[src/rtl/mjdcal_pkg.sv]
// Package for the MJD to calendar date converter: widths, constants, tables and types.
package mjdcal_pkg;

  localparam int unsigned DAY_BITS_DEF = 20;

  // Result field widths
  localparam int unsigned YEAR_W   = 13;
  localparam int unsigned DOY_W    = 9;
  localparam int unsigned HOUR_W   = 5;
  localparam int unsigned MIN_W    = 6;
  localparam int unsigned SEC_W    = 6;
  localparam int unsigned FRAC_W   = 32;
  localparam int unsigned OUT_DATA_W = 72;

  // Day offset within a year counted from March (b - floor(365.25 c)), and month code
  localparam int unsigned BD_W = 9;
  localparam int unsigned E_W  = 4;
  localparam int unsigned MON_W = 4;

  // Meeus constants as exact integers
  localparam int unsigned X1_OFFSET   = 2131139;  // 4*2400001 - 7468865
  localparam int unsigned B_OFFSET    = 2401526;  // 2400001 + 1 + 1524
  localparam int unsigned DIV_ALPHA   = 146097;
  localparam int unsigned X2_SCALE    = 20;
  localparam int unsigned X2_SUB      = 2442;
  localparam int unsigned DIV_C       = 7305;
  localparam int unsigned DD_SCALE    = 1461;
  localparam int unsigned E_NUM       = 10000;
  localparam int unsigned E_DEN       = 306001;
  localparam int unsigned YEAR_BASE_LATE  = 4716;
  localparam int unsigned YEAR_BASE_EARLY = 4715;
  localparam int unsigned DIV_CENT    = 100;
  localparam int unsigned MONTH_MAR   = 3;
  localparam int unsigned E_WRAP      = 14;

  localparam int unsigned HOURS_PER_DAY = 24;
  localparam int unsigned MIN_PER_HOUR  = 60;
  localparam int unsigned SEC_PER_MIN   = 60;

  // ceil(30.6001 k): e >= k exactly when bd reaches this value
  localparam logic [BD_W-1:0] E_CEIL [17] = '{
    9'd0,   9'd31,  9'd62,  9'd92,  9'd123, 9'd154, 9'd184, 9'd215, 9'd245,
    9'd276, 9'd307, 9'd337, 9'd368, 9'd398, 9'd429, 9'd460, 9'd490
  };

  // floor(30.6001 e)
  localparam logic [BD_W-1:0] E_FLOOR [16] = '{
    9'd0,   9'd30,  9'd61,  9'd91,  9'd122, 9'd153, 9'd183, 9'd214,
    9'd244, 9'd275, 9'd306, 9'd336, 9'd367, 9'd397, 9'd428, 9'd459
  };

  // Cumulative days before each month of a common year; upper entries unused
  localparam logic [DOY_W-1:0] DAYS_BEFORE [16] = '{
    9'd0,   9'd31,  9'd59,  9'd90,  9'd120, 9'd151, 9'd181, 9'd212,
    9'd243, 9'd273, 9'd304, 9'd334, 9'd0,   9'd0,   9'd0,   9'd0
  };

  // Time-of-day split; sec_frac carries the running remainder until the seconds step
  typedef struct packed {
    logic [HOUR_W-1:0] hour;
    logic [MIN_W-1:0]  minute;
    logic [SEC_W-1:0]  sec_whole;
    logic [FRAC_W-1:0] sec_frac;
  } tod_t;

endpackage

[src/rtl/mjd_to_calendar_date.sv]
// MJD to calendar date converter: twelve-stage pipeline from MJD to year, day of year and time.
//
// Usage
//   in_*  : stream slave. in_tdata carries the MJD whole day and the 32-bit day fraction.
//           A word is taken at each rising edge with in_tvalid and in_tready high.
//   out_* : stream master. out_tdata carries year, day of year, hour, minute, whole seconds
//           and the 32-bit second fraction, one result word per input word, in order.
// Result path: a word moves through stage registers 0 to 11 in order, and out_tvalid is
//   the valid bit of stage 11, where the result can be taken.
// Throughput: one word per cycle while out_tready is high; each pipeline stage holds one
//   word and a valid bit, and the constant divisions are reciprocal multiplies followed
//   by a one-step correction in the next stage, so no stage iterates.
// Stall: when out_tready is low the last stage holds its word; earlier stages keep
//   advancing into empty slots, so bubbles are squeezed out before in_tready drops.
//   Nothing is lost or repeated across a stall.
// Reset: synchronous, active low rst_n clears all valid bits; payload registers are
//   left as they are. The block has no configuration and no stored state between words.
// Years beyond 13 bits (only reachable with DAY_BITS above 20) wrap to their low 13 bits.
module mjd_to_calendar_date
  import mjdcal_pkg::*;
#(
  parameter int unsigned DAY_BITS = DAY_BITS_DEF
) (
  input  logic                                 clk,
  input  logic                                 rst_n,
  // in_tdata, low bit up: mjd_day[DAY_BITS], day_fraction[32], zero padding
  input  logic [((DAY_BITS + 32 + 7) / 8) * 8 - 1:0] in_tdata,
  input  logic                                 in_tvalid,
  output logic                                 in_tready,
  // out_tdata, low bit up: year[13], day_of_year[9], hour[5], minute[6],
  //   second_whole[6], second_fraction[32], one zero pad bit
  output logic [OUT_DATA_W-1:0]                out_tdata,
  output logic                                 out_tvalid,
  input  logic                                 out_tready
);

  localparam int unsigned NSTG = 12;

  // Value ranges and derived widths
  localparam int unsigned DAY_MAX   = (2 ** DAY_BITS) - 1;
  localparam int unsigned X1_MAX    = 4 * DAY_MAX + X1_OFFSET;
  localparam int unsigned X1W       = $clog2(X1_MAX + 1);
  localparam int unsigned ALPHA_MAX = X1_MAX / DIV_ALPHA;
  localparam int unsigned AW        = $clog2(ALPHA_MAX + 1);
  localparam int unsigned M1        = (2 ** X1W) / DIV_ALPHA;
  localparam int unsigned M1W       = $clog2(M1 + 1);
  localparam int unsigned B_MAX     = DAY_MAX + B_OFFSET + ALPHA_MAX;
  localparam int unsigned BW        = $clog2(B_MAX + 1);
  localparam int unsigned X2_MAX    = X2_SCALE * B_MAX - X2_SUB;
  localparam int unsigned X2W       = $clog2(X2_MAX + 1);
  localparam int unsigned C_MAX     = X2_MAX / DIV_C;
  localparam int unsigned CW        = $clog2(C_MAX + 1);
  localparam int unsigned M2        = (2 ** X2W) / DIV_C;
  localparam int unsigned M2W       = $clog2(M2 + 1);
  localparam int unsigned DDW       = CW + 11;
  localparam int unsigned MW        = (DDW > BW) ? DDW : BW;
  localparam int unsigned EK        = BD_W + 4;
  localparam int unsigned M3        = (E_NUM * (2 ** EK)) / E_DEN;
  localparam int unsigned M3W       = $clog2(M3 + 1);
  localparam int unsigned YFW       = (CW > YEAR_W) ? CW : YEAR_W;
  localparam int unsigned M4        = (2 ** YFW) / DIV_CENT;
  localparam int unsigned M4W       = $clog2(M4 + 1);

  // Handshake chain: a stage loads when it is empty or its successor loads
  logic [NSTG:0]   adv;
  logic [NSTG-1:0] vld_r, vld_nxt;

  always_comb begin
    adv[NSTG] = out_tready;
    for (int i = NSTG - 1; i >= 0; i--) begin
      adv[i] = !vld_r[i] || adv[i+1];
    end
    vld_nxt = vld_r;
    for (int i = 0; i < NSTG; i++) begin
      if (adv[i]) begin
        vld_nxt[i] = (i == 0) ? in_tvalid : vld_r[(i == 0) ? 0 : i - 1];
      end
    end
  end

  assign in_tready  = adv[0];
  assign out_tvalid = vld_r[NSTG-1];

  // Input fields
  logic [DAY_BITS-1:0] mjd_day;
  logic [FRAC_W-1:0]   day_fraction;
  assign mjd_day      = in_tdata[DAY_BITS-1:0];
  assign day_fraction = in_tdata[DAY_BITS +: FRAC_W];

  // Time-of-day path: hours, minutes, seconds in the first three stages, then carried
  tod_t tod_r [NSTG];
  tod_t tod_nxt [NSTG];
  logic [FRAC_W+HOUR_W-1:0] hour_prod;
  logic [FRAC_W+MIN_W-1:0]  min_prod;
  logic [FRAC_W+SEC_W-1:0]  sec_prod;

  always_comb begin
    hour_prod = (FRAC_W + HOUR_W)'(day_fraction) * (FRAC_W + HOUR_W)'(HOURS_PER_DAY);
    min_prod  = (FRAC_W + MIN_W)'(tod_r[0].sec_frac) * (FRAC_W + MIN_W)'(MIN_PER_HOUR);
    sec_prod  = (FRAC_W + SEC_W)'(tod_r[1].sec_frac) * (FRAC_W + SEC_W)'(SEC_PER_MIN);

    tod_nxt[0]           = '0;
    tod_nxt[0].hour      = hour_prod[FRAC_W +: HOUR_W];
    tod_nxt[0].sec_frac  = hour_prod[FRAC_W-1:0];

    tod_nxt[1]           = tod_r[0];
    tod_nxt[1].minute    = min_prod[FRAC_W +: MIN_W];
    tod_nxt[1].sec_frac  = min_prod[FRAC_W-1:0];

    tod_nxt[2]           = tod_r[1];
    tod_nxt[2].sec_whole = sec_prod[FRAC_W +: SEC_W];
    tod_nxt[2].sec_frac  = sec_prod[FRAC_W-1:0];

    for (int i = 3; i < NSTG; i++) begin
      tod_nxt[i] = tod_r[i-1];
    end
  end

  // Date path registers, named by stage
  logic [DAY_BITS-1:0] d0_r, d1_r, d2_r;
  logic [X1W-1:0]      x1_0_r, x1_1_r;
  logic [AW-1:0]       aest1_r, alpha2_r;
  logic [BW-1:0]       b3_r, b4_r, b5_r;
  logic [X2W-1:0]      x2_3_r, x2_4_r;
  logic [CW-1:0]       cest4_r, c5_r, c6_r, c7_r, c8_r;
  logic [BD_W-1:0]     bd6_r, bd7_r;
  logic [E_W-1:0]      eest7_r, e8_r;
  logic [BD_W-1:0]     day8_r;
  logic [YFW-1:0]      yf9_r, yf10_r;
  logic [DOY_W-1:0]    doy9_r, doy10_r, doy11_r;
  logic                late9_r, late10_r;
  logic [YFW-1:0]      cest10_r;
  logic [YEAR_W-1:0]   year11_r;

  logic [X1W-1:0]      x1_nxt;
  logic [X1W+M1W-1:0]  aprod;
  logic [AW-1:0]       aest_nxt;
  logic [X1W-1:0]      arem;
  logic [AW-1:0]       alpha_nxt;
  logic [BW-1:0]       b_nxt;
  logic [X2W-1:0]      x2_nxt;
  logic [X2W+M2W-1:0]  cprod;
  logic [CW-1:0]       cest_nxt;
  logic [X2W-1:0]      crem;
  logic [CW-1:0]       c_nxt;
  logic [MW-1:0]       dd_prod;
  logic [MW-1:0]       bd_full;
  logic [BD_W-1:0]     bd_nxt;
  logic [BD_W+M3W-1:0] eprod;
  logic [E_W-1:0]      eest_nxt;
  logic [E_W:0]        e_up;
  logic [E_W-1:0]      e_nxt;
  logic [BD_W-1:0]     day_nxt;
  logic [MON_W-1:0]    month;
  logic [MON_W-1:0]    month_idx;
  logic                late_nxt;
  logic [YFW-1:0]      yf_nxt;
  logic [DOY_W-1:0]    doy_nxt;
  logic [YFW+M4W-1:0]  yprod;
  logic [YFW-1:0]      yest_nxt;
  logic [YFW-1:0]      yrem;
  logic                ycarry;
  logic [YFW-1:0]      cent;
  logic                cent_zero;
  logic                leap;
  logic [DOY_W-1:0]    doy_fin;

  always_comb begin
    // Stage 0: 4z - 7468865 with z = mjd_day + 2400001
    x1_nxt = (X1W'(mjd_day) << 2) + X1W'(X1_OFFSET);

    // Stage 1: alpha estimate, low by at most one
    aprod    = (X1W + M1W)'(x1_0_r) * (X1W + M1W)'(M1);
    aest_nxt = aprod[X1W +: AW];

    // Stage 2: correct alpha
    arem      = x1_1_r - X1W'(aest1_r) * X1W'(DIV_ALPHA);
    alpha_nxt = (arem >= X1W'(DIV_ALPHA)) ? aest1_r + AW'(1) : aest1_r;

    // Stage 3: b = z + 1 + alpha - alpha/4 + 1524, then 20 b - 2442
    b_nxt  = BW'(d2_r) + BW'(B_OFFSET) + BW'(alpha2_r) - BW'(alpha2_r >> 2);
    x2_nxt = X2W'(b_nxt) * X2W'(X2_SCALE) - X2W'(X2_SUB);

    // Stage 4: c estimate
    cprod    = (X2W + M2W)'(x2_3_r) * (X2W + M2W)'(M2);
    cest_nxt = cprod[X2W +: CW];

    // Stage 5: correct c
    crem  = x2_4_r - X2W'(cest4_r) * X2W'(DIV_C);
    c_nxt = (crem >= X2W'(DIV_C)) ? cest4_r + CW'(1) : cest4_r;

    // Stage 6: bd = b - floor(365.25 c), always below 490
    dd_prod = MW'(c5_r) * MW'(DD_SCALE);
    bd_full = MW'(b5_r) - (dd_prod >> 2);
    bd_nxt  = bd_full[BD_W-1:0];

    // Stage 7: e estimate from floor(bd / 30.6001)
    eprod    = (BD_W + M3W)'(bd6_r) * (BD_W + M3W)'(M3);
    eest_nxt = eprod[EK +: E_W];

    // Stage 8: correct e, take day of month
    e_up    = (E_W + 1)'(eest7_r) + (E_W + 1)'(1);
    e_nxt   = (bd7_r >= E_CEIL[e_up]) ? eest7_r + E_W'(1) : eest7_r;
    day_nxt = bd7_r - E_FLOOR[e_nxt];

    // Stage 9: month, full year, day of year before leap adjust
    month     = (e8_r < MON_W'(E_WRAP)) ? e8_r - MON_W'(1) : e8_r - MON_W'(13);
    month_idx = month - MON_W'(1);
    late_nxt  = (month >= MON_W'(MONTH_MAR));
    yf_nxt    = late_nxt ? YFW'(c8_r) - YFW'(YEAR_BASE_LATE)
                         : YFW'(c8_r) - YFW'(YEAR_BASE_EARLY);
    doy_nxt   = DAYS_BEFORE[month_idx] + DOY_W'(day8_r);

    // Stage 10: century estimate
    yprod    = (YFW + M4W)'(yf9_r) * (YFW + M4W)'(M4);
    yest_nxt = YFW'(yprod[YFW +: M4W]);

    // Stage 11: correct century, leap test, final day of year
    yrem      = yf10_r - YFW'(cest10_r) * YFW'(DIV_CENT);
    ycarry    = (yrem >= YFW'(DIV_CENT));
    cent      = ycarry ? cest10_r + YFW'(1) : cest10_r;
    cent_zero = (yrem == '0) || (yrem == YFW'(DIV_CENT));
    leap      = (yf10_r[1:0] == 2'b00) && (!cent_zero || (cent[1:0] == 2'b00));
    doy_fin   = (late10_r && leap) ? doy10_r + DOY_W'(1) : doy10_r;
  end

  always_ff @(posedge clk) begin
    if (!rst_n) begin
      vld_r <= '0;
    end else begin
      vld_r <= vld_nxt;
    end
  end

  // Payload: load on advance, no reset
  always_ff @(posedge clk) begin
    for (int i = 0; i < NSTG; i++) begin
      if (adv[i]) begin
        tod_r[i] <= tod_nxt[i];
      end
    end
    if (adv[0]) begin
      d0_r   <= mjd_day;
      x1_0_r <= x1_nxt;
    end
    if (adv[1]) begin
      d1_r    <= d0_r;
      x1_1_r  <= x1_0_r;
      aest1_r <= aest_nxt;
    end
    if (adv[2]) begin
      d2_r     <= d1_r;
      alpha2_r <= alpha_nxt;
    end
    if (adv[3]) begin
      b3_r   <= b_nxt;
      x2_3_r <= x2_nxt;
    end
    if (adv[4]) begin
      b4_r    <= b3_r;
      x2_4_r  <= x2_3_r;
      cest4_r <= cest_nxt;
    end
    if (adv[5]) begin
      b5_r <= b4_r;
      c5_r <= c_nxt;
    end
    if (adv[6]) begin
      bd6_r <= bd_nxt;
      c6_r  <= c5_r;
    end
    if (adv[7]) begin
      bd7_r   <= bd6_r;
      c7_r    <= c6_r;
      eest7_r <= eest_nxt;
    end
    if (adv[8]) begin
      c8_r   <= c7_r;
      e8_r   <= e_nxt;
      day8_r <= day_nxt;
    end
    if (adv[9]) begin
      yf9_r   <= yf_nxt;
      doy9_r  <= doy_nxt;
      late9_r <= late_nxt;
    end
    if (adv[10]) begin
      yf10_r   <= yf9_r;
      doy10_r  <= doy9_r;
      late10_r <= late9_r;
      cest10_r <= yest_nxt;
    end
    if (adv[11]) begin
      year11_r <= yf10_r[YEAR_W-1:0];
      doy11_r  <= doy_fin;
    end
  end

  assign out_tdata = {1'b0,
                      tod_r[NSTG-1].sec_frac,
                      tod_r[NSTG-1].sec_whole,
                      tod_r[NSTG-1].minute,
                      tod_r[NSTG-1].hour,
                      doy11_r,
                      year11_r};

endmodule

[config.mk]
export PLATFORM = sky130hd
export DESIGN_NAME = mjd_to_calendar_date
export DESIGN_NICKNAME = d
export VERILOG_FILES = /design/src/rtl/mjdcal_pkg.sv /design/src/rtl/mjd_to_calendar_date.sv
export SDC_FILE = /design/constraint.sdc
export NUM_CORES = 2
export LEC_CHECK = 0
export ABC_AREA = 0
export BUFFER_PORTS_ARGS = -buffer_cell sky130_fd_sc_hd__buf_2
export CAP_MARGIN = 10
export CORE_MARGIN = 3
export CORE_UTILIZATION = 58
export CTS_CLUSTER_SIZE = 40
export DETAILED_ROUTE_END_ITERATION = 8
export PLACE_DENSITY = 0.84
export SYNTH_ARGS = -nofsm -noshare
export SYNTH_HDL_FRONTEND = slang
export SYNTH_SLANG_ARGS = --single-unit
[constraint.sdc]
create_clock -name clk -period 11.5 [get_ports clk]
set_input_delay 3.45 -clock clk [delete_from_list [all_inputs] [get_ports clk]]
set_output_delay 3.45 -clock clk [all_outputs]
set_load 0.01 [all_outputs]
# --- Word level (Yosys, flattened, before mapping) ---
# Memories as Yosys holds them, arrays and structs flattened.
# Cells that the tools add are included.
word_totals:
  regBits: 394
  latchBits: 0
  mem_bits_rw: 588
  rom_bits: 576
  in_bits: 60
  output_inout_bits: 74
  elab_cells: 163
  mem_count: 4
mem_list:
  columns: ["memory", "depth", "width", "rd", "rd_clocked_by_memory_dff", "write_ports", "line_no", "text"]
  rows:
  - ["tod_r", 12, 49, 12, 0, 12, "mjd_to_calendar_date.sv:91", "tod_t tod_r [NSTG];"]
  - ["(no name shown)", 32, 9, 1, 0, 0, "mjd_to_calendar_date.sv:203", "e_nxt = (bd7_r >= E_CEIL[e_up]) ? eest7_r + E_W'(1) : eest7_r;"]
  - ["(no name shown)", 16, 9, 1, 0, 0, "mjd_to_calendar_date.sv:212", "doy_nxt = DAYS_BEFORE[month_idx] + DOY_W'(day8_r);"]
  - ["(no name shown)", 16, 9, 1, 0, 0, "mjd_to_calendar_date.sv:204", "day_nxt = bd7_r - E_FLOOR[e_nxt];"]
classes:
  n_addsub: 22
  multipliers: 12
  div_mod_pow: 0
  order_cmp: 9
  n_eq_ne: 1
  shift: 0
  muxes: 37
  bitwise: 3
  reduce_logical: 32
op_table:
  columns: ["operator", "count"]
  rows:
  - ["multiplier 32 x 4 -> 36 bit (second input constant)", 2]
  - ["2-to-1 mux 9 bit", 7]
  - ["multiplier 27 x 15 -> 41 bit (second input constant)", 1]
  - ["multiplier 32 x 2 -> 34 bit (second input constant)", 1]
  - ["multiplier 23 x 6 -> 29 bit (second input constant)", 1]
  - ["2-to-1 mux 14 bit", 2]
  - ["subtractor 14 x 13 -> 14 bit (second input constant)", 2]
  - ["greater-or-equal comparator 27 x 13 -> 1 bit (second input constant)", 1]
  - ["multiplier 14 x 13 -> 27 bit (second input constant)", 1]
  - ["subtractor 27 x 12 -> 27 bit (second input constant)", 1]
  - ["subtractor 27 bit", 1]
  - ["multiplier 22 x 3 -> 25 bit (second input constant)", 1]
  - ["2-to-1 mux 1 bit", 24]
  - ["adder 22 x 22 -> 23 bit (second input constant)", 1]
  - ["greater-or-equal comparator 23 x 18 -> 1 bit (second input constant)", 1]
  - ["multiplier 6 x 18 -> 23 bit (second input constant)", 1]
  - ["subtractor 23 bit", 1]
  - ["adder 20 x 22 -> 22 bit (second input constant)", 1]
  - ["adder 22 x 6 -> 22 bit", 1]
  - ["multiplier 14 x 8 -> 22 bit (second input constant)", 1]
  - ["subtractor 22 x 4 -> 22 bit", 1]
  - ["subtractor 9 bit", 2]
  - ["multiplier 9 x 9 -> 17 bit (second input constant)", 1]
  - ["adder 14 x 1 -> 14 bit (second input constant)", 1]
  - ["28 further kinds", 59]

# --- Longest topological paths before layout ---
logic_depth:
  word_depth: 15
  ltp_mapped: 32
  depth_no_buf: 31

# --- Least setup slack after synthesis ---
# Ideal clock, no wire load.
synth_path:
  kind: "input to output"
  from: "input out_tready"
  to: "output in_tready"
  t_arrival_ns: 7.843
  required_time_ns: 8.050
  setup_slack_ns: 0.207
  stages: 9
  path_buffers: 0
  cell_sequence: "nor2b_1 and3_1 and3_1 and2_1 nand2_1 nor2_1 and3_1 and2_1 nand2_1"
synth_via:
  elab_chain_cells: 12
synth_rtl:
  columns: ["element", "line_no", "text"]
  rows:
  - ["start: declaration", "mjd_to_calendar_date.sv:34", "input logic out_tready"]
  - ["logical OR 1 bit (7 in a row)", "mjd_to_calendar_date.sv:71", "adv[i] = !vld_r[i] || adv[i+1];"]
  - ["via adv[5]", "mjd_to_calendar_date.sv:65", "logic [NSTG:0] adv;"]
  - ["logical OR 1 bit (5 in a row)", "mjd_to_calendar_date.sv:71", null]
  - ["end: declaration", "mjd_to_calendar_date.sv:29", "output logic in_tready,"]
# The timed path passes the listed nets, and every way through them passes these cells.

# --- Worst setup path after layout ---
# Same ends and word-level chain as after synthesis.

==> results.toml <==
[sta]
rsz0062_at_grt = "false"
skew_ps = 31.4
min_period_ps = 9680
setup_viol = 0
slew_violations = 0
tightest_slew_ps = 1110
finalCritPeriodShare_pct = 84.2
worst_hold_slack_ps = 403
max_freq_mhz = 103
fin_ws_ps = 1820
hold_viol_final = 0
finalSetupTns_ps = 0
maxSlewHeadroom_pct = 24.3

[finish]
layout.nets = 5731
diodes = 0
syn_to_final_growth_pct = 8.77
drive_gt1_share_pct = 7.07
final_area_mm2 = 0.0621

[clock_tree]
cts_tree = "built"
post-cts-setup-buffer-count = 0
cts_resized = 0
cts.reportedPaths.clkPinSlew_ps = 60
cts_sinks = 870
ctsHoldBuffers = 0
cts_buffer_depth = 3
insertion_delay_ps = 670
cts_root_buf = "clkbuf_16"
h-tree-depth = 3
cts_buffers = 86

[logic_synthesis]
synthDistinctLibCells = 95
yosysWarnings = 0
synth_seq_cells = 870
synth_edf_count = 858
synthCells = 4256
syn_area_per_cell_um2 = 13.4
ys_async_sr_fraction_pct = 0
synth_area_leader_cell = "edfxtp_1"
synthFlopType = "edfxtp_1"
ys_seq_area_share_pct = 45.6
synth_top_area_share_pct = 45.2
synth_area_mm2 = 0.0570
synth_area_leaders = "edfxtp_1 (45%), ha_1 (18%), fa_1 (15%), inv_1 (3.7%), xnor2_1 (3.3%)"
yosysMostFrequentCell = "edfxtp_1"
synth_commonest_cells = "edfxtp_1 (858), ha_1 (799), inv_1 (568)"

[drt]
drc_errors = 0
routed_wl_mm = 109
wire_per_inst_um = 18.7
viasPerCell = 5.73
ant_nets = 0
vias = 33200
dr.pass1.iters = 5
drt-initial-drc-count = 2089

[floorplan]
floorplan.initialDensity_pct = 58.7
std_cell_rows = 114
core_region_area_mm2 = 0.0971
chipHeight_um = 320
io_pins = 134
die_x_um = 320
die_area_mm2 = 0.102

[grt]
grt_pass1_vias = 35500
grt.total_usage_pct = 21.5
grt_use_met1_pct = 25.6
grt_util_met3_pct = 3.01
grt_pass1_wl_mm = 178
gr-usage-met2_pct = 39.8
grt_max_degree = 77
grt_antenna_before_repair = 0
overflow = 0
busiest_layer = "met2"

[setup_path]
crit_path_max_fanout = 5
required_ps = 8050
path_class = "in -> out"
worstSetupStartpointType = "primary input"
worstSetupEndpointType = "primary output"
worstPathArrival_ps = 6230

[place]
place_hpwl_mm = 76.8
portBuffers = 121
gp_congestion = 0.876
pre_cts_ws_ps = 1920
postPlaceCellArea_mm2 = 0.0592

[flow_run]
cap_viol_max_count = 0

[hold_path]
hold_class = "reg -> reg"

[outcome]
status = "completed"
==> sequential cells by signal, summed over array words and instances, names as in the netlist, 12 cells and up <==
signal    count
c5_r         14
d2_r         20
yf9_r        14
c8_r         14
x1_0_r       17
c6_r         14
d1_r         20
c7_r         14
tod_r       492
x2_3_r       25
year11_r     13
cest4_r      14
vld_r        12
yf10_r       14
x2_4_r       25
d0_r         20
x1_1_r       17
==> cell families (layout without fill, tap and decap cells) <==
logic type,after synthesis,after routing,share of synthesized area (%)
other cells,1,8,0.00657
fa+ha+maj,1217,1217,32.2
mux,19,19,0.393
simple gates,565,565,5.07
buf+inv,597,858,3.99
flops,870,870,45.6
xor+xnor,313,313,4.81
compound gates,674,674,7.96
==> final timing paths <==
| check | from | to | cells after the start | slack, ps |
|---|---|---|---|---|
| setup / recovery | out_tready | in_tready | 11 | 1820 |
| hold / removal | tod_r[1][97]$_DFFE_PP_ | tod_r[1][146]$_DFFE_PP_ | 0 | 400 |
| setup reg to reg | cest4_r[2]$_DFFE_PP_ | c5_r[4]$_DFFE_PP_ | 21 | 3950 |
| hold reg to reg | tod_r[1][97]$_DFFE_PP_ | tod_r[1][146]$_DFFE_PP_ | 0 | 400 |
==> per-stage QoR <==
step           cells  util [%]
6_report        5800      63.9
4_1_cts         5800      63.9
3_3_place_gp    5642      61.0
2_1_floorplan   4263         -
3_5_place_dp    5642      61.0
5_1_grt         5800      63.9
==> routing by layer <==
metal / up-vias / wire length, µm
met3: 296 / 5110
met4: 0 / 4130
met2: 962 / 56900
li1: 15600 / -
met5: - / 0
met1: 16400 / 42400
==> cells in the final DEF, fill, tap and decap left out, types with 39 or more instances in the layout <==
cell         n
o21ai_0    113
o21bai_1    39
xor2_1      96
nor2_1     144
edfxtp_1   858
nor3_1      44
nand2_1     99
a21oi_1    178
xnor2_1    217
inv_1      561
nand3_1     57
clkbuf_16   86
a21o_1      89
o21a_1      45
fa_1       418
ha_1       799
buf_2      121
==> critical path, stage by stage <==
cell     delay [ps]
buf_2           100
nor2b_1         450
and3_1          400
and3_1          260
and2_1          230
nand2_2          80
nor2_1          410
and3_1          310
and2_1          320
nand2_4          80
buf_2           140
==> final cells by class <==
cell class	count	area, µm²
fillers	6611	35100
multi-input cells	2796	28800
inverters	569	2140
clock inverters	54	578
clock buffers	104	2230
repair buffers	131	681
flip-flops and latches	870	26000
well taps	1276	1600
Power is left out: the tool's default activity adds up to more than one toggle a clock period on the data nets, which glitch-free logic cannot reach.
